===== src/design/three_class_priority_queue_core_defines.svh =====
`ifndef THREE_CLASS_PRIORITY_QUEUE_CORE_DEFINES_SVH
`define THREE_CLASS_PRIORITY_QUEUE_CORE_DEFINES_SVH

// check a condition in the same cycle
`define TCPQ_ASSERT_SAME(label, clk, rst_n, ante, cons) \
	label: assert property (@(posedge clk) disable iff (!rst_n) (ante) |-> (cons)) \
		else $error("tcpq: same-cycle check failed");

// check a condition in the next cycle
`define TCPQ_ASSERT_NEXT(label, clk, rst_n, ante, cons) \
	label: assert property (@(posedge clk) disable iff (!rst_n) (ante) |=> (cons)) \
		else $error("tcpq: next-cycle check failed");

`endif


===== src/design/tcpq_pkg.sv =====
`timescale 1ns / 1ps

package tcpq_pkg;

	localparam int CAPACITY  = 16;
	localparam int ID_BITS   = 16;
	localparam int MAX_SERVE = 16;

	localparam int PTR_W = $clog2(CAPACITY);
	localparam int CNT_W = $clog2(CAPACITY + 1);

	localparam int FUNC_W    = 2;
	localparam int PORT_ID_W = 16;
	localparam int CLS_W     = 2;
	localparam int SCNT_W    = 5;
	localparam int STAT_W    = 3;
	localparam int OCC_W     = 5;
	localparam int CMP_W     = (CNT_W > SCNT_W) ? CNT_W : SCNT_W;

	localparam logic [FUNC_W-1:0] F_INSERT = 2'd0;
	localparam logic [FUNC_W-1:0] F_CALL   = 2'd1;
	localparam logic [FUNC_W-1:0] F_REMOVE = 2'd2;
	localparam logic [FUNC_W-1:0] F_UNUSED = 2'd3;

	localparam logic [CLS_W-1:0] CLS_LOWEST = 2'd2;

	localparam logic [STAT_W-1:0] ST_INSERTED  = 3'd0;
	localparam logic [STAT_W-1:0] ST_FULL      = 3'd1;
	localparam logic [STAT_W-1:0] ST_SERVED    = 3'd2;
	localparam logic [STAT_W-1:0] ST_NONE_LEFT = 3'd3;
	localparam logic [STAT_W-1:0] ST_REMOVED   = 3'd4;
	localparam logic [STAT_W-1:0] ST_NOT_FOUND = 3'd5;

	typedef struct packed {
		logic [ID_BITS-1:0] id;
		logic [CLS_W-1:0]   cls;
	} entry_t;

	localparam int ENT_W = $bits(entry_t);

	// map a queue position to a slot of the circular store
	function automatic logic [PTR_W-1:0] wrap_idx(logic [PTR_W-1:0] base,
			logic [CNT_W-1:0] off);
		logic [CNT_W:0] sum;
		sum = (CNT_W + 1)'(base) + (CNT_W + 1)'(off);
		if (sum >= (CNT_W + 1)'(CAPACITY)) begin
			sum = sum - (CNT_W + 1)'(CAPACITY);
		end
		return sum[PTR_W-1:0];
	endfunction

endpackage


===== src/design/tcpq_ram.sv =====
`timescale 1ns / 1ps

module tcpq_ram #(
	parameter int WIDTH = 8,
	parameter int DEPTH = 16
) (
	input  logic                     clk,
	input  logic                     we,
	input  logic [$clog2(DEPTH)-1:0] waddr,
	input  logic [WIDTH-1:0]         wdata,
	input  logic [$clog2(DEPTH)-1:0] raddr,
	output logic [WIDTH-1:0]         rdata
);

	logic [WIDTH-1:0] mem_q [DEPTH];

	always_ff @(posedge clk) begin
		if (we) begin
			mem_q[waddr] <= wdata;
		end
		rdata <= mem_q[raddr];
	end

endmodule


===== src/design/three_class_priority_queue_core.sv =====
`timescale 1ns / 1ps
// Insert and remove first scan the queue, then shift entries one slot per cycle;
// a call shows one served result per cycle, then a none-left result if the queue runs dry.
// Rejected insert, empty call: result in the cycle after the request. Zero-count call: none.
// Throughput: one request at a time; busy stays high until the last result is shown.
// The rate is set by the walk over the entry memory, one read port, one entry per cycle.
// Reset empties the queue; the entry memory itself is not cleared.

`include "three_class_priority_queue_core_defines.svh"

module three_class_priority_queue_core (
	input  logic                         clk,
	input  logic                         arst_n,
	input  logic                         start,
	output logic                         busy,
	input  logic [tcpq_pkg::FUNC_W-1:0]    func,
	input  logic [tcpq_pkg::PORT_ID_W-1:0] guest_id,
	input  logic [tcpq_pkg::CLS_W-1:0]     guest_class,
	input  logic [tcpq_pkg::SCNT_W-1:0]    serve_count,
	output logic                         strobe,
	output logic [tcpq_pkg::STAT_W-1:0]    status,
	output logic [tcpq_pkg::PORT_ID_W-1:0] served_id,
	output logic [tcpq_pkg::CLS_W-1:0]     served_class,
	output logic [tcpq_pkg::OCC_W-1:0]     occupancy,
	output logic                         last
);

	import tcpq_pkg::*;

	typedef enum logic [2:0] {
		S_IDLE,
		S_SCAN,
		S_SHIFT_UP,
		S_SHIFT_DN,
		S_POP
	} state_t;

	state_t             state_q;
	logic [PTR_W-1:0]   head_q;
	logic [CNT_W-1:0]   cnt_q;
	logic [FUNC_W-1:0]  func_q;
	logic [ID_BITS-1:0] id_q;
	logic [CLS_W-1:0]   cls_q;
	logic [CNT_W-1:0]   idx_q;
	logic [CNT_W-1:0]   pos_q;
	logic [CNT_W-1:0]   nserve_q;
	logic [CNT_W-1:0]   rem_q;
	logic               none_q;
	logic [ID_BITS-1:0] rid_q;
	logic [CLS_W-1:0]   rcls_q;
	logic               vld_s1;
	logic [CNT_W-1:0]   idx_s1;

	logic                 strobe_q;
	logic [STAT_W-1:0]    status_q;
	logic [PORT_ID_W-1:0] sid_q;
	logic [CLS_W-1:0]     scls_q;
	logic [OCC_W-1:0]     occ_q;
	logic                 last_q;

	logic [CNT_W-1:0] rd_lidx;
	logic [CNT_W-1:0] wr_lidx;
	logic             mem_we;
	entry_t           mem_wdata;
	entry_t           rd_ent;
	logic [ENT_W-1:0] mem_rdata;

	logic [CLS_W-1:0]  cls_in;
	logic [SCNT_W-1:0] req_in;
	logic [CMP_W-1:0]  req_cmp;
	logic [CMP_W-1:0]  cnt_cmp;
	logic              full;
	logic              scan_hit;

	assign busy         = (state_q != S_IDLE);
	assign strobe       = strobe_q;
	assign status       = status_q;
	assign served_id    = sid_q;
	assign served_class = scls_q;
	assign occupancy    = occ_q;
	assign last         = last_q;

	assign rd_ent  = entry_t'(mem_rdata);
	assign cls_in  = (guest_class > CLS_LOWEST) ? CLS_LOWEST : guest_class;
	assign req_in  = (serve_count > SCNT_W'(MAX_SERVE)) ? SCNT_W'(MAX_SERVE) : serve_count;
	assign req_cmp = CMP_W'(req_in);
	assign cnt_cmp = CMP_W'(cnt_q);
	assign full    = (cnt_q >= CNT_W'(CAPACITY));

	assign scan_hit = (func_q == F_INSERT) ? (rd_ent.cls > cls_q) : (rd_ent.id == id_q);

	assign rd_lidx = (state_q == S_SHIFT_UP) ? (idx_q - 1'b1) : idx_q;

	always_comb begin
		mem_we    = 1'b0;
		wr_lidx   = idx_s1;
		mem_wdata = rd_ent;
		case (state_q)
			S_SHIFT_UP: begin
				if (vld_s1) begin
					mem_we  = 1'b1;
					wr_lidx = idx_s1 + 1'b1;
				end else if (idx_q <= pos_q) begin
					mem_we       = 1'b1;
					wr_lidx      = pos_q;
					mem_wdata.id  = id_q;
					mem_wdata.cls = cls_q;
				end
			end
			S_SHIFT_DN: begin
				if (vld_s1) begin
					mem_we  = 1'b1;
					wr_lidx = idx_s1 - 1'b1;
				end
			end
			default: begin
				mem_we = 1'b0;
			end
		endcase
	end

	tcpq_ram #(
		.WIDTH(ENT_W),
		.DEPTH(CAPACITY)
	) u_ram (
		.clk  (clk),
		.we   (mem_we),
		.waddr(wrap_idx(head_q, wr_lidx)),
		.wdata(mem_wdata),
		.raddr(wrap_idx(head_q, rd_lidx)),
		.rdata(mem_rdata)
	);

	always_ff @(posedge clk or negedge arst_n) begin
		if (!arst_n) begin
			state_q  <= S_IDLE;
			head_q   <= '0;
			cnt_q    <= '0;
			func_q   <= F_INSERT;
			id_q     <= '0;
			cls_q    <= '0;
			idx_q    <= '0;
			pos_q    <= '0;
			nserve_q <= '0;
			rem_q    <= '0;
			none_q   <= 1'b0;
			rid_q    <= '0;
			rcls_q   <= '0;
			vld_s1   <= 1'b0;
			idx_s1   <= '0;
			strobe_q <= 1'b0;
			status_q <= ST_INSERTED;
			sid_q    <= '0;
			scls_q   <= '0;
			occ_q    <= '0;
			last_q   <= 1'b0;
		end else begin
			strobe_q <= 1'b0;
			last_q   <= 1'b0;
			unique case (state_q)
				S_IDLE: begin
					if (start) begin
						func_q <= func;
						id_q   <= ID_BITS'(guest_id);
						cls_q  <= cls_in;
						idx_q  <= '0;
						vld_s1 <= 1'b0;
						case (func)
							F_INSERT: begin
								if (full) begin
									strobe_q <= 1'b1;
									last_q   <= 1'b1;
									status_q <= ST_FULL;
									sid_q    <= '0;
									scls_q   <= '0;
									occ_q    <= OCC_W'(cnt_q);
								end else begin
									state_q <= S_SCAN;
								end
							end
							F_CALL: begin
								if (req_in == '0) begin
									state_q <= S_IDLE;
								end else if (cnt_q == '0) begin
									strobe_q <= 1'b1;
									last_q   <= 1'b1;
									status_q <= ST_NONE_LEFT;
									sid_q    <= '0;
									scls_q   <= '0;
									occ_q    <= '0;
								end else begin
									if (req_cmp <= cnt_cmp) begin
										nserve_q <= CNT_W'(req_cmp);
										rem_q    <= CNT_W'(req_cmp);
									end else begin
										nserve_q <= cnt_q;
										rem_q    <= cnt_q;
									end
									none_q  <= (req_cmp > cnt_cmp);
									state_q <= S_POP;
								end
							end
							F_REMOVE: begin
								state_q <= S_SCAN;
							end
							default: begin
								state_q <= S_IDLE;
							end
						endcase
					end
				end
				S_SCAN: begin
					if (vld_s1 && scan_hit) begin
						vld_s1 <= 1'b0;
						pos_q  <= idx_s1;
						if (func_q == F_INSERT) begin
							idx_q   <= cnt_q;
							state_q <= S_SHIFT_UP;
						end else begin
							rid_q   <= rd_ent.id;
							rcls_q  <= rd_ent.cls;
							idx_q   <= idx_s1 + 1'b1;
							state_q <= S_SHIFT_DN;
						end
					end else if (idx_q < cnt_q) begin
						vld_s1 <= 1'b1;
						idx_s1 <= idx_q;
						idx_q  <= idx_q + 1'b1;
					end else begin
						vld_s1 <= 1'b0;
						if (!vld_s1) begin
							if (func_q == F_INSERT) begin
								pos_q   <= cnt_q;
								idx_q   <= cnt_q;
								state_q <= S_SHIFT_UP;
							end else begin
								strobe_q <= 1'b1;
								last_q   <= 1'b1;
								status_q <= ST_NOT_FOUND;
								sid_q    <= '0;
								scls_q   <= '0;
								occ_q    <= OCC_W'(cnt_q);
								state_q  <= S_IDLE;
							end
						end
					end
				end
				S_SHIFT_UP: begin
					if (idx_q > pos_q) begin
						vld_s1 <= 1'b1;
						idx_s1 <= idx_q - 1'b1;
						idx_q  <= idx_q - 1'b1;
					end else begin
						vld_s1 <= 1'b0;
						if (!vld_s1) begin
							cnt_q    <= cnt_q + 1'b1;
							strobe_q <= 1'b1;
							last_q   <= 1'b1;
							status_q <= ST_INSERTED;
							sid_q    <= '0;
							scls_q   <= '0;
							occ_q    <= OCC_W'(cnt_q + 1'b1);
							state_q  <= S_IDLE;
						end
					end
				end
				S_SHIFT_DN: begin
					if (idx_q < cnt_q) begin
						vld_s1 <= 1'b1;
						idx_s1 <= idx_q;
						idx_q  <= idx_q + 1'b1;
					end else begin
						vld_s1 <= 1'b0;
						if (!vld_s1) begin
							cnt_q    <= cnt_q - 1'b1;
							strobe_q <= 1'b1;
							last_q   <= 1'b1;
							status_q <= ST_REMOVED;
							sid_q    <= PORT_ID_W'(rid_q);
							scls_q   <= rcls_q;
							occ_q    <= OCC_W'(cnt_q - 1'b1);
							state_q  <= S_IDLE;
						end
					end
				end
				S_POP: begin
					if (idx_q < nserve_q) begin
						vld_s1 <= 1'b1;
						idx_q  <= idx_q + 1'b1;
					end else begin
						vld_s1 <= 1'b0;
					end
					if (vld_s1) begin
						cnt_q    <= cnt_q - 1'b1;
						rem_q    <= rem_q - 1'b1;
						strobe_q <= 1'b1;
						last_q   <= (rem_q == CNT_W'(1)) && !none_q;
						status_q <= ST_SERVED;
						sid_q    <= PORT_ID_W'(rd_ent.id);
						scls_q   <= rd_ent.cls;
						occ_q    <= OCC_W'(cnt_q - 1'b1);
						if ((rem_q == CNT_W'(1)) && !none_q) begin
							head_q  <= wrap_idx(head_q, nserve_q);
							state_q <= S_IDLE;
						end
					end else if (rem_q == '0) begin
						strobe_q <= 1'b1;
						last_q   <= 1'b1;
						status_q <= ST_NONE_LEFT;
						sid_q    <= '0;
						scls_q   <= '0;
						occ_q    <= OCC_W'(cnt_q);
						head_q   <= wrap_idx(head_q, nserve_q);
						state_q  <= S_IDLE;
					end
				end
				default: begin
					state_q <= S_IDLE;
				end
			endcase
		end
	end

	`TCPQ_ASSERT_SAME(a_last_frees, clk, arst_n, strobe_q && last_q, !busy)
	`TCPQ_ASSERT_NEXT(a_full_reject, clk, arst_n,
		start && !busy && (func == F_INSERT) && full,
		strobe && last && (status == ST_FULL))
	`TCPQ_ASSERT_SAME(a_idle_no_write, clk, arst_n, state_q == S_IDLE, !mem_we)
	`TCPQ_ASSERT_SAME(a_cnt_bound, clk, arst_n, strobe_q, cnt_q <= CNT_W'(CAPACITY))

endmodule


===== config.mk =====
export PLATFORM = sky130hd
export DESIGN_NAME = three_class_priority_queue_core
export DESIGN_NICKNAME = d
export VERILOG_FILES = /design/src/design/tcpq_pkg.sv /design/src/design/tcpq_ram.sv /design/src/design/three_class_priority_queue_core.sv
export VERILOG_INCLUDE_DIRS = /design/src /design/src/design
export SDC_FILE = /design/constraint.sdc
export NUM_CORES = 1
export LEC_CHECK = 0
export BUFFER_PORTS_ARGS = -buffer_cell sky130_fd_sc_hd__buf_2
export CELL_PAD_IN_SITES_DETAIL_PLACEMENT = 1
export CELL_PAD_IN_SITES_GLOBAL_PLACEMENT = 1
export CORE_MARGIN = 2
export CORE_UTILIZATION = 45
export CTS_CLUSTER_SIZE = 25
export DETAILED_ROUTE_END_ITERATION = 8
export PLACE_DENSITY = 0.8
export SETUP_SLACK_MARGIN = 0.2
export SYNTH_ARGS = -nofsm -noshare
export SYNTH_HDL_FRONTEND = slang
export SYNTH_SLANG_ARGS = --single-unit

===== constraint.sdc =====
create_clock -name clk -period 4.8 [get_ports clk]
set_input_delay 0 -clock clk [delete_from_list [all_inputs] [get_ports clk]]
set_output_delay 0 -clock clk [all_outputs]
set_load 0.01 [all_outputs]

# Word-level counts from Yosys, hierarchy flattened
# Memories as Yosys holds them, arrays and structs flattened. A register that Yosys moved wholly into a read port is not among the register bits.
# Index checks and enable logic that the tools add are counted.
totals:
  register_bits: 105
  latch_bits: 0
  mem_bits_rw: 288
  romBits: 0
  inputBits: 28
  output_inout_bits: 29
  elab_cells: 269
  n_memories: 1
op_classes:
  addsub: 13
  mul: 0
  div: 0
  magnitude_cmp: 13
  n_eq_ne: 39
  shift: 0
  n_mux: 151
  n_bitwise: 3
  reduce_logical: 28
mem_list:
  columns: ["memory", "depth", "width", "rd", "rd_clocked_by_memory_dff", "write_ports", "line_no", "text"]
  rows:
  - ["u_ram.mem_q", 16, 18, 1, 1, 1, "tcpq_ram.sv:15", "logic [WIDTH-1:0] mem_q [DEPTH];"]
ops:
  columns: ["operator", "count"]
  rows:
  - ["two-way mux 16 bit", 14]
  - ["two-way mux 5 bit", 39]
  - ["two-way mux 3 bit", 27]
  - ["one-hot mux 16 bit (5 select lines)", 1]
  - ["two-way mux 18 bit", 3]
  - ["one-hot mux 5 bit (5 select lines)", 2]
  - ["two-way mux 2 bit", 16]
  - ["one-hot mux 16 bit (2 select lines)", 1]
  - ["inequality test 2 bit, second input constant", 15]
  - ["one-hot mux 3 bit (5 select lines)", 2]
  - ["one-hot mux 5 bit (2 select lines)", 3]
  - ["one-hot mux 5 bit (3 select lines)", 2]
  - ["two-way mux 1 bit", 26]
  - ["two-way mux 4 bit", 6]
  - ["inequality test 3 bit, second input constant", 8]
  - ["subtractor 5 x 1 -> 5 bit, second input constant", 4]
  - ["adder 4 x 5 -> 6 bit", 3]
  - ["greater-or-equal comparator 6 x 5 -> 1 bit, second input constant", 3]
  - ["equality test 16 bit", 1]
  - ["adder 5 x 1 -> 5 bit, second input constant", 3]
  - ["zero test 5 bit", 3]
  - ["one-hot mux 1 bit (5 select lines)", 3]
  - ["AND reduction 15 bit", 1]
  - ["inequality test 4 bit, second input constant", 3]
  - ["36 further kinds", 58]

# Longest topological paths before layout
# Gate-level depths: netlist of the first run.
logic_depth:
  depth_word: 9
  ltp_mapped: 16
  mapped_depth_nobuf: 15

# Cells and area by module
# A second synthesis of the first run with hierarchy kept.
unflattened:
  hier_cells: 1190
  hier_area_um2: 18266.3
modules_own_cells:
  columns: ["module", "n_inst", "cells_each", "area_each_um2", "seq_area_each_um2"]
  rows:
  - ["tcpq_ram", 1, 482, 11322.1, 9008.6]
  - ["three_class_priority_queue_core", 1, 708, 6944.2, 2627.5]

# Worst setup path before layout of the first run
# Ideal clock, no wire load.
synth_path:
  path_kind: "register to register"
  startpoint: "register idx_q[1]"
  endpoint: "memory u_ram.mem_q[0][0] (netlist bit), enable pin"
  setup_ns: 0.416
  arrival_time_ns: 4.317
  required_ns: 4.384
  slack_ns: 0.067
  path_stages_with_launch: 16
  path_buffers: 1
  synth_period_minus_slack_ns: 4.733
  cell_sequence: "dfrtp_1 -> ha_1 -> nor2b_1 -> o21ai_0 -> a32oi_1 -> buf_2 -> nor2_1 -> a21oi_1 -> mux2_2 -> o221a_2 -> ha_1 -> a21o_1 -> a21oi_1 -> xnor2_1 -> xnor2_1 -> nor3_1"
synth_via:
  elab_chain_len: 7
  word_cells_on_any_way: 13
  cone_classes: "2 x add/sub; 2 x order compare; 9 x mux"
synth_lines:
  columns: ["item", "line_no", "text"]
  rows:
  - ["start: declaration", "three_class_priority_queue_core.sv:44", "logic [CNT_W-1:0] idx_q;"]
  - ["start signal: assignment", "three_class_priority_queue_core.sv:217", "idx_q <= cnt_q;"]
  - ["start signal: assignment", "three_class_priority_queue_core.sv:222", "idx_q <= idx_s1 + 1'b1;"]
  - ["start signal: assignment", "three_class_priority_queue_core.sv:228", "idx_q <= idx_q + 1'b1;"]
  - ["<= comparator 5 bit (*)", "three_class_priority_queue_core.sv:103", "end else if (idx_q <= pos_q) begin"]
  - ["two-way mux 5 bit", "three_class_priority_queue_core.sv:103", null]
  - ["two-way mux 5 bit", "three_class_priority_queue_core.sv:100", "if (vld_s1) begin"]
  - ["one-hot mux 5 bit (2 select lines)", "three_class_priority_queue_core.sv:98", "case (state_q)"]
  - ["adder 4 x 5 -> 6 bit", "tcpq_pkg.sv:45", "sum = (CNT_W + 1)'(base) + (CNT_W + 1)'(off);"]
  - ["greater-or-equal comparator 6 x 5 -> 1 bit or subtractor 4 x 1 -> 4 bit (tied branches)", "tcpq_pkg.sv:46, tcpq_pkg.sv:47", null]
  - ["two-way mux 4 bit", "tcpq_pkg.sv:46", "if (sum >= (CNT_W + 1)'(CAPACITY)) begin"]
  - ["end: declaration", "tcpq_ram.sv:15", null]
# Every way passes the cells marked *; elsewhere a longest branch is shown, timed or not.

# Final worst setup path of the first run
layout_path:
  startpoint: "register idx_q[0]"
  endpoint: "memory u_ram.mem_q[10][4] (netlist bit), enable pin"
# The elaborated chain is that of the path after synthesis.

==> impl_metrics.env, run 1 <==
export IMPL_worstSetupStartpointType="flop"
export IMPL_area_growth_pct=15.45
export IMPL_synth_warnings=0
export IMPL_dieArea_um2=41870
export IMPL_p_int_mw=9.311
export IMPL_pwr_share_seq=0.347
export IMPL_crit_start="idx_q[0]$_DFFE_PN0P_"
export IMPL_synthArstFlopShare=0.2555
export IMPL_rsz0062_at_grt="no"
export IMPL_cap_viol_max_count=0
export IMPL_mappedNetlistArea_um2=18110
export IMPL_nets=1377
export IMPL_portBuffers=56
export IMPL_cp_max_fo=18
export IMPL_fin_crit_sh=0.9206
export IMPL_drtIter0Drc=1063
export IMPL_syn_nets=1265
export IMPL_fin_skew_ns=0.03092
export IMPL_cp_cell_sequence="inv_1 -> ha_1 -> nor2b_1 -> o21ai_0 -> a32oi_2 -> a21oi_1 -> mux2_2 -> o221a_2 -> ha_1 -> a21o_1 -> a21oi_1 -> xnor2_2 -> xor2_4 -> nor3_2 -> buf_4"
export IMPL_finalSetupViolations=0
export IMPL_ff_latch_area_um2=11640
export IMPL_holdWs_ns=0.01085
export IMPL_die_w_um=204.6
export IMPL_globalRouteOverflowTotal=0
export IMPL_cts_tree="built"
export IMPL_swShare=0.3894
export IMPL_avgRoutedWirePerCell_um=27.13
export IMPL_drive_gt1_frac=0.2448
export IMPL_grt_antenna_before_repair=1
export IMPL_nFillCells=3847
export IMPL_wl_um=50500
export IMPL_utilization=0.5263
export IMPL_grt_pass1_wl_um=75980
export IMPL_tns_ns=0
export IMPL_outcome="finished clean"
export IMPL_grtUsageTotal=0.2463
export IMPL_slowest_stage="dfrtp_1"
export IMPL_period_minus_slack_ns=4.419
export IMPL_min_path_type="primary input to async pin"
export IMPL_cpPeakStageDelay_ns=0.51
export IMPL_multi_input_area_um2=6195
export IMPL_ff2ff_setup_slack_ns=0.38
export IMPL_antenna_cells=0
export IMPL_clock_latency_ns=0.58
export IMPL_cts_max_level=2
export IMPL_synth_cell_types=71
export IMPL_synth_seq_cells=411
export IMPL_start_util=0.4559
export IMPL_synth_edf_count=288
export IMPL_drc=0
export IMPL_cts_root_buf="clkbuf_16"
export IMPL_grt_pass1_vias=11791
export IMPL_syn_inst=1194
export IMPL_gp_congestion=0.8259
export IMPL_worstPathArrival_ns=4.65
export IMPL_comb_power_share=0.439
export IMPL_core_region_area_um2=39730
export IMPL_r2r_start="idx_q[0]$_DFFE_PN0P_"
export IMPL_pwr_share_clk=0.213
export IMPL_ioPinCount=57
export IMPL_p_leak_nw=7.732
export IMPL_synth_top_cell_area_share=0.4775
export IMPL_p_sw_mw=5.937
export IMPL_yosysTopAreaCell="edfxtp_1"
export IMPL_peakVddDrop_mv=0.5860
export IMPL_postSynthAreaPerCell_um2=15.17
export IMPL_first_pass_iters=7
export IMPL_synth_ff_type="edfxtp_1"
export IMPL_hold_viol=0
export IMPL_worstMarginPinSlew_ns=1.231
export IMPL_required_ns=5.03
export IMPL_ant_nets=0
export IMPL_critPathKind="flop to flop"
export IMPL_avgViaCountPerCell=6.055
export IMPL_cts_sinks=411
export IMPL_path_clk_slew_ns=0.07
export IMPL_dr_total_vias=11268
export IMPL_cts_setup_buffers=0
export IMPL_relSlewSlack=0.1752
export IMPL_cp_end_kind="flop"
export IMPL_slew_viol_final=0
export IMPL_max_freq_mhz=226.3
export IMPL_cts_buffer_depth=3
export IMPL_cts_buffers=44
export IMPL_synth_area_leaders="edfxtp_1 (48%), dfrtp_1 (15%), mux4_2 (10%), ha_1 (2.8%), mux2_2 (2.4%)"
export IMPL_row_count=73
export IMPL_p_per_area_nw_per_um2=729.3
export IMPL_die_y_um=204.6
export IMPL_dpl_hpwl_um=32350
export IMPL_yosysSeqAreaShare=0.6424
export IMPL_grt_max_degree=73
==> cells in the mapped netlist, drive strengths merged, types with 9 or more instances <==
library cell / n
edfxtp: 288
nand2: 115
dfrtp: 105
mux4: 91
a21oi: 64
nor2: 52
mux2: 47
o21ai: 45
clkbuf: 43
ha: 40
inv: 40
nor3: 25
buf: 22
xor2: 22
xnor2: 19
a22oi: 18
dfxtp: 18
o22ai: 15
nand3: 12
nor2b: 11
mux2i: 9
nand2b: 9
==> sequential cells by signal, summed over array words and instances (netlist names), 16 cells and up <==
name,count
id_q,16
rid_q,16
served_id,16
u_ram.mem_q,288
u_ram.rdata,18
==> stage by stage <==
stage	total power, mW	worst slack, ns	cells	area (um^2)
2_1_floorplan	9.512	0.06685	1194	18120
3_3_place_gp	11.47	0.4222	1762	19280
3_5_place_dp	11.78	0.1647	1762	19280
4_1_cts	15.12	0.3478	1861	20870
5_1_grt	15.97	0.1653	1861	20910
6_report	15.25	0.3811	1861	20910
==> layer usage <==
layer,share of wire,up-vias,GRT usage
li1,-,4791,-
met1,0.40,5838,0.3244
met2,0.47,519,0.3889
met3,0.083,118,0.05854
met4,0.041,2,0.1113
met5,0.00026,-,0
==> power by group through the flow <==
stage	clock network (mW)	logic [mW]	registers, mW
global placement	0	6.18	5.29
global route	3.42	7.20	5.35
floorplan	0	4.30	5.21
detailed placement	0	6.44	5.34
finish	3.26	6.70	5.30
CTS	3.27	6.57	5.28
==> path summary, 6_finish.rpt <==
path                                                endpoint  cells after the start
worst max-delay path            u_ram.mem_q[10][4]$_DFFE_PP_                     15
worst min-delay path                  cnt_cmp[4]$_DFFE_PN0P_                      2
worst max register to register  u_ram.mem_q[10][4]$_DFFE_PP_                     15
worst min register to register         rcls_q[0]$_DFFE_PN0P_                      2
max in group asynchronous                id_q[3]$_DFFE_PN0P_                      3
min in group clk                        rem_q[0]$_DFFE_PN0P_                      5
==> cell usage in the layout, fill, tap and decap left out, types with 6 or more instances in the layout <==
master / Yosys / layout
inv_1: 39 / 39
mux2_2: 39 / 39
clkbuf_16: 0 / 45
nand3_1: 12 / 12
buf_2: 7 / 55
o22ai_1: 15 / 15
nor3_2: 0 / 15
edfxtp_1: 288 / 288
nand2b_1: 9 / 9
a22oi_1: 18 / 18
a21oi_1: 63 / 63
dfrtp_1: 105 / 105
xor2_1: 22 / 20
o21ai_0: 43 / 43
mux4_2: 82 / 82
xnor2_1: 18 / 16
mux2i_1: 9 / 9
dlygate4sd3_1: 0 / 23
nand2_1: 115 / 115
dfxtp_1: 18 / 18
nor2b_1: 11 / 11
clkinv_1: 0 / 8
mux4_1: 9 / 9
buf_4: 2 / 51
clkbuf_1: 43 / 9
ha_1: 40 / 39
nor4_1: 6 / 6
a21o_1: 6 / 6
nor3_1: 25 / 9
nor2_1: 52 / 52
==> logic make-up (layout without fill, tap and decap cells) <==
logic type | count (synthesis) | after routing | synth area share
flops | 411 | 411 | 0.6424
simple gates | 259 | 259 | 0.06652
compound gates | 188 | 188 | 0.06528
mux | 147 | 147 | 0.1498
buf+inv | 105 | 247 | 0.02473
fa+ha+maj | 43 | 43 | 0.03095
xor+xnor | 41 | 41 | 0.02024
==> critical path: cells and delay by family (launching register included) <==
kind | cells | cell delay [ns]
adder cells (fa/ha/maj) | 2 | 0.52
AO/OA/AOI/OAI | 6 | 1.28
AND/OR/NAND/NOR | 2 | 0.36
XOR/XNOR | 2 | 0.54
buffers and inverters | 2 | 0.55
flip-flops | 1 | 0.51
multiplexers | 1 | 0.28
==> area by class of cell <==
class,count,area share
inverters,40,0.007180
clock buffers,59,0.05876
flip-flops and latches,411,0.5565
repair buffers,131,0.04440
multi-input cells,678,0.2963
clock inverters,17,0.005505
well taps,525,0.03141
==> repair_timing <==
item	CTS	global route
pin swaps	0	1
setup endpoints to repair	150	270
hold buffers	23	0
resized for setup	2	4
endpoints found under the hold margin	74	0
Power figures use the tool's default switching activity.
==> run 2: changes to the inputs <==
--- a/config.mk
+++ b/config.mk
@@ -6,14 +6,14 @@
 export SDC_FILE = /design/constraint.sdc
 export NUM_CORES = 1
 export LEC_CHECK = 0
-export BUFFER_PORTS_ARGS = -buffer_cell sky130_fd_sc_hd__buf_2
 export CELL_PAD_IN_SITES_DETAIL_PLACEMENT = 1
 export CELL_PAD_IN_SITES_GLOBAL_PLACEMENT = 1
 export CORE_MARGIN = 2
 export CORE_UTILIZATION = 45
 export CTS_CLUSTER_SIZE = 25
 export DETAILED_ROUTE_END_ITERATION = 8
-export PLACE_DENSITY = 0.8
+export DONT_BUFFER_PORTS = 1
+export PLACE_DENSITY = 0.79
 export SETUP_SLACK_MARGIN = 0.2
 export SYNTH_ARGS = -nofsm -noshare
 export SYNTH_HDL_FRONTEND = slang
==> impl_metrics.env, run 2 (synthesis results as in run 1) <==
export IMPL_dpl_hpwl_um=32020
export IMPL_grt_pass1_wl_um=75750
export IMPL_cap_viol_max_count=0
export IMPL_row_count=73
export IMPL_cts_max_level=2
export IMPL_fin_crit_sh=0.9212
export IMPL_slew_viol_final=0
export IMPL_period_minus_slack_ns=4.422
export IMPL_cp_max_fo=18
export IMPL_drive_gt1_frac=0.2080
export IMPL_start_util=0.4559
export IMPL_critPathKind="flop to flop"
export IMPL_cpPeakStageDelay_ns=0.71
export IMPL_first_pass_iters=5
export IMPL_grtUsageTotal=0.2450
export IMPL_dieArea_um2=41870
export IMPL_core_region_area_um2=39730
export IMPL_cts_tree="built"
export IMPL_grt_max_degree=106
export IMPL_nFillCells=3763
export IMPL_ant_nets=0
export IMPL_cts_sinks=411
export IMPL_ioPinCount=57
export IMPL_multi_input_area_um2=6187
export IMPL_clock_latency_ns=0.57
export IMPL_cp_cell_sequence="inv_1 -> ha_1 -> nor2b_1 -> o21ai_0 -> a32oi_1 -> buf_4 -> nor2_1 -> a21oi_1 -> mux2_2 -> o221a_2 -> ha_1 -> a21o_1 -> a21oi_1 -> xnor2_2 -> xnor2_2 -> nor3_2 -> buf_4"
export IMPL_final_common_cell="edfxtp_1"
export IMPL_finalSetupViolations=0
export IMPL_cp_end_kind="flop"
export IMPL_wl_um=50290
export IMPL_slowest_stage="xnor2_2"
export IMPL_cts_buffers=43
export IMPL_nets=1339
export IMPL_cts_root_buf="clkbuf_16"
export IMPL_violations="negative hold slack"
export IMPL_holdWs_ns=-0.01076
export IMPL_portBuffers=0
export IMPL_outcome="finished with violations"
export IMPL_avgViaCountPerCell=6.104
export IMPL_gp_congestion=0.8315
export IMPL_max_freq_mhz=226.2
export IMPL_dr_total_vias=11159
export IMPL_p_per_area_nw_per_um2=741.1
export IMPL_peakVddDrop_mv=0.4268
export IMPL_r2r_start="pos_q[1]$_DFFE_PN0P_"
export IMPL_required_ns=5.08
export IMPL_ff2ff_setup_slack_ns=0.38
export IMPL_power_total_mw=15.52
export IMPL_regMostFlops="u_ram.mem_q"
export IMPL_final_area_um2=20940
export IMPL_reg_top3="u_ram.mem_q: 288 flops, u_ram.rdata: 18 flops"
export IMPL_die_y_um=204.6
export IMPL_hold_viol=5
export IMPL_rsz0062_at_grt="no"
export IMPL_grt_pass1_vias=11800
export IMPL_worstPathArrival_ns=4.70
export IMPL_cts_buffer_depth=3
export IMPL_antenna_cells=0
export IMPL_fin_skew_ns=0.02789
export IMPL_largest_register_ffs=288
export IMPL_drc=0
export IMPL_tns_ns=0
export IMPL_dpl_cell_area_um2=18990
export IMPL_layout_common_cells="edfxtp_1 (288), nand2_1 (115), dfrtp_1 (105), mux4_2 (82), a21oi_1 (63)"
export IMPL_reg2regPathDepth=17
export IMPL_drtIter0Drc=1096
export IMPL_ff_latch_area_um2=11640
export IMPL_crit_buf_inv=3
export IMPL_p_leak_nw=7.654
export IMPL_worstSetupStartpointType="flop"
export IMPL_min_path_type="primary input to async pin"
export IMPL_worstMarginPinSlew_ns=1.061
export IMPL_worstReg2RegEnd="u_ram.mem_q[3][6]$_DFFE_PP_"
export IMPL_cpLargestDelayFamily="compound AO/OA/AOI/OAI gates"
export IMPL_area_growth_pct=15.62
export IMPL_globalRouteOverflowTotal=0
export IMPL_die_w_um=204.6
export IMPL_path_clk_slew_ns=0.07
export IMPL_relSlewSlack=0.2889
export IMPL_grt_antenna_before_repair=3
export IMPL_avgRoutedWirePerCell_um=27.51
[run 2: cell types whose count changed in the layout (fill, tap and decap cells not counted), sizes merged]
cell and delta:
dlygate4sd3 +22, buf -59, bufinv +4, clkinvlp -1, clkbuf -2, clkinv +2, inv +1
[run 2: worst max path at each step]
stage	cells past startpoint	start	to	slack [ns]
global placement	16	idx_q[3]$_DFFE_PN0P_	u_ram.mem_q[12][14]$_DFFE_PP_	0.41
CTS	17	pos_q[1]$_DFFE_PN0P_	u_ram.mem_q[13][9]$_DFFE_PP_	0.37
finish	17	pos_q[1]$_DFFE_PN0P_	u_ram.mem_q[3][6]$_DFFE_PP_	0.38
global route	17	pos_q[1]$_DFFE_PN0P_	u_ram.mem_q[1][4]$_DFFE_PP_	0.22
floorplan	15	idx_q[1]$_DFFE_PN0P_	u_ram.mem_q[7][0]$_DFFE_PP_	0.07
detailed placement	17	pos_q[1]$_DFFE_PN0P_	u_ram.mem_q[10][10]$_DFFE_PP_	0.08
[run 2: through the flow]
step / setup WS [ns] / cells / utilization
after floorplan: 0.06685 / 1194 / -
after global placement: 0.4116 / 1702 / 0.4781
after detailed placement: 0.07948 / 1702 / 0.4781
after CTS: 0.3725 / 1828 / 0.5266
after global routing: 0.2204 / 1828 / 0.5271
final: 0.3783 / 1828 / 0.5271
[run 2: timing repair]
action,CTS,global route
setup endpoints to repair,268,105
setup buffers,0,0
hold buffers,46,0
resized for setup,2,2
hold endpoints to repair,142,0
[run 2: area by class of cell]
type,count,share of cell area
flip-flops and latches,411,0.5557
multi-input cells,678,0.2955
clock buffers,57,0.05634
repair buffers,94,0.04182
well taps,525,0.03137
clock inverters,23,0.01219
inverters,40,0.007170
[run 2: report_power, final]
group	internal [mW]	switching, mW
Sequential	4.81	0.586
Combinational	2.74	3.95
Clock	2.01	1.43
[run 2: metal layers]
layer | part of all wire | GRT usage | up-vias
li1 | - | - | 4722
met1 | 0.40 | 0.3237 | 5815
met2 | 0.49 | 0.4000 | 510
met3 | 0.077 | 0.05297 | 110
met4 | 0.034 | 0.08929 | 2
met5 | 0.00026 | 0 | -
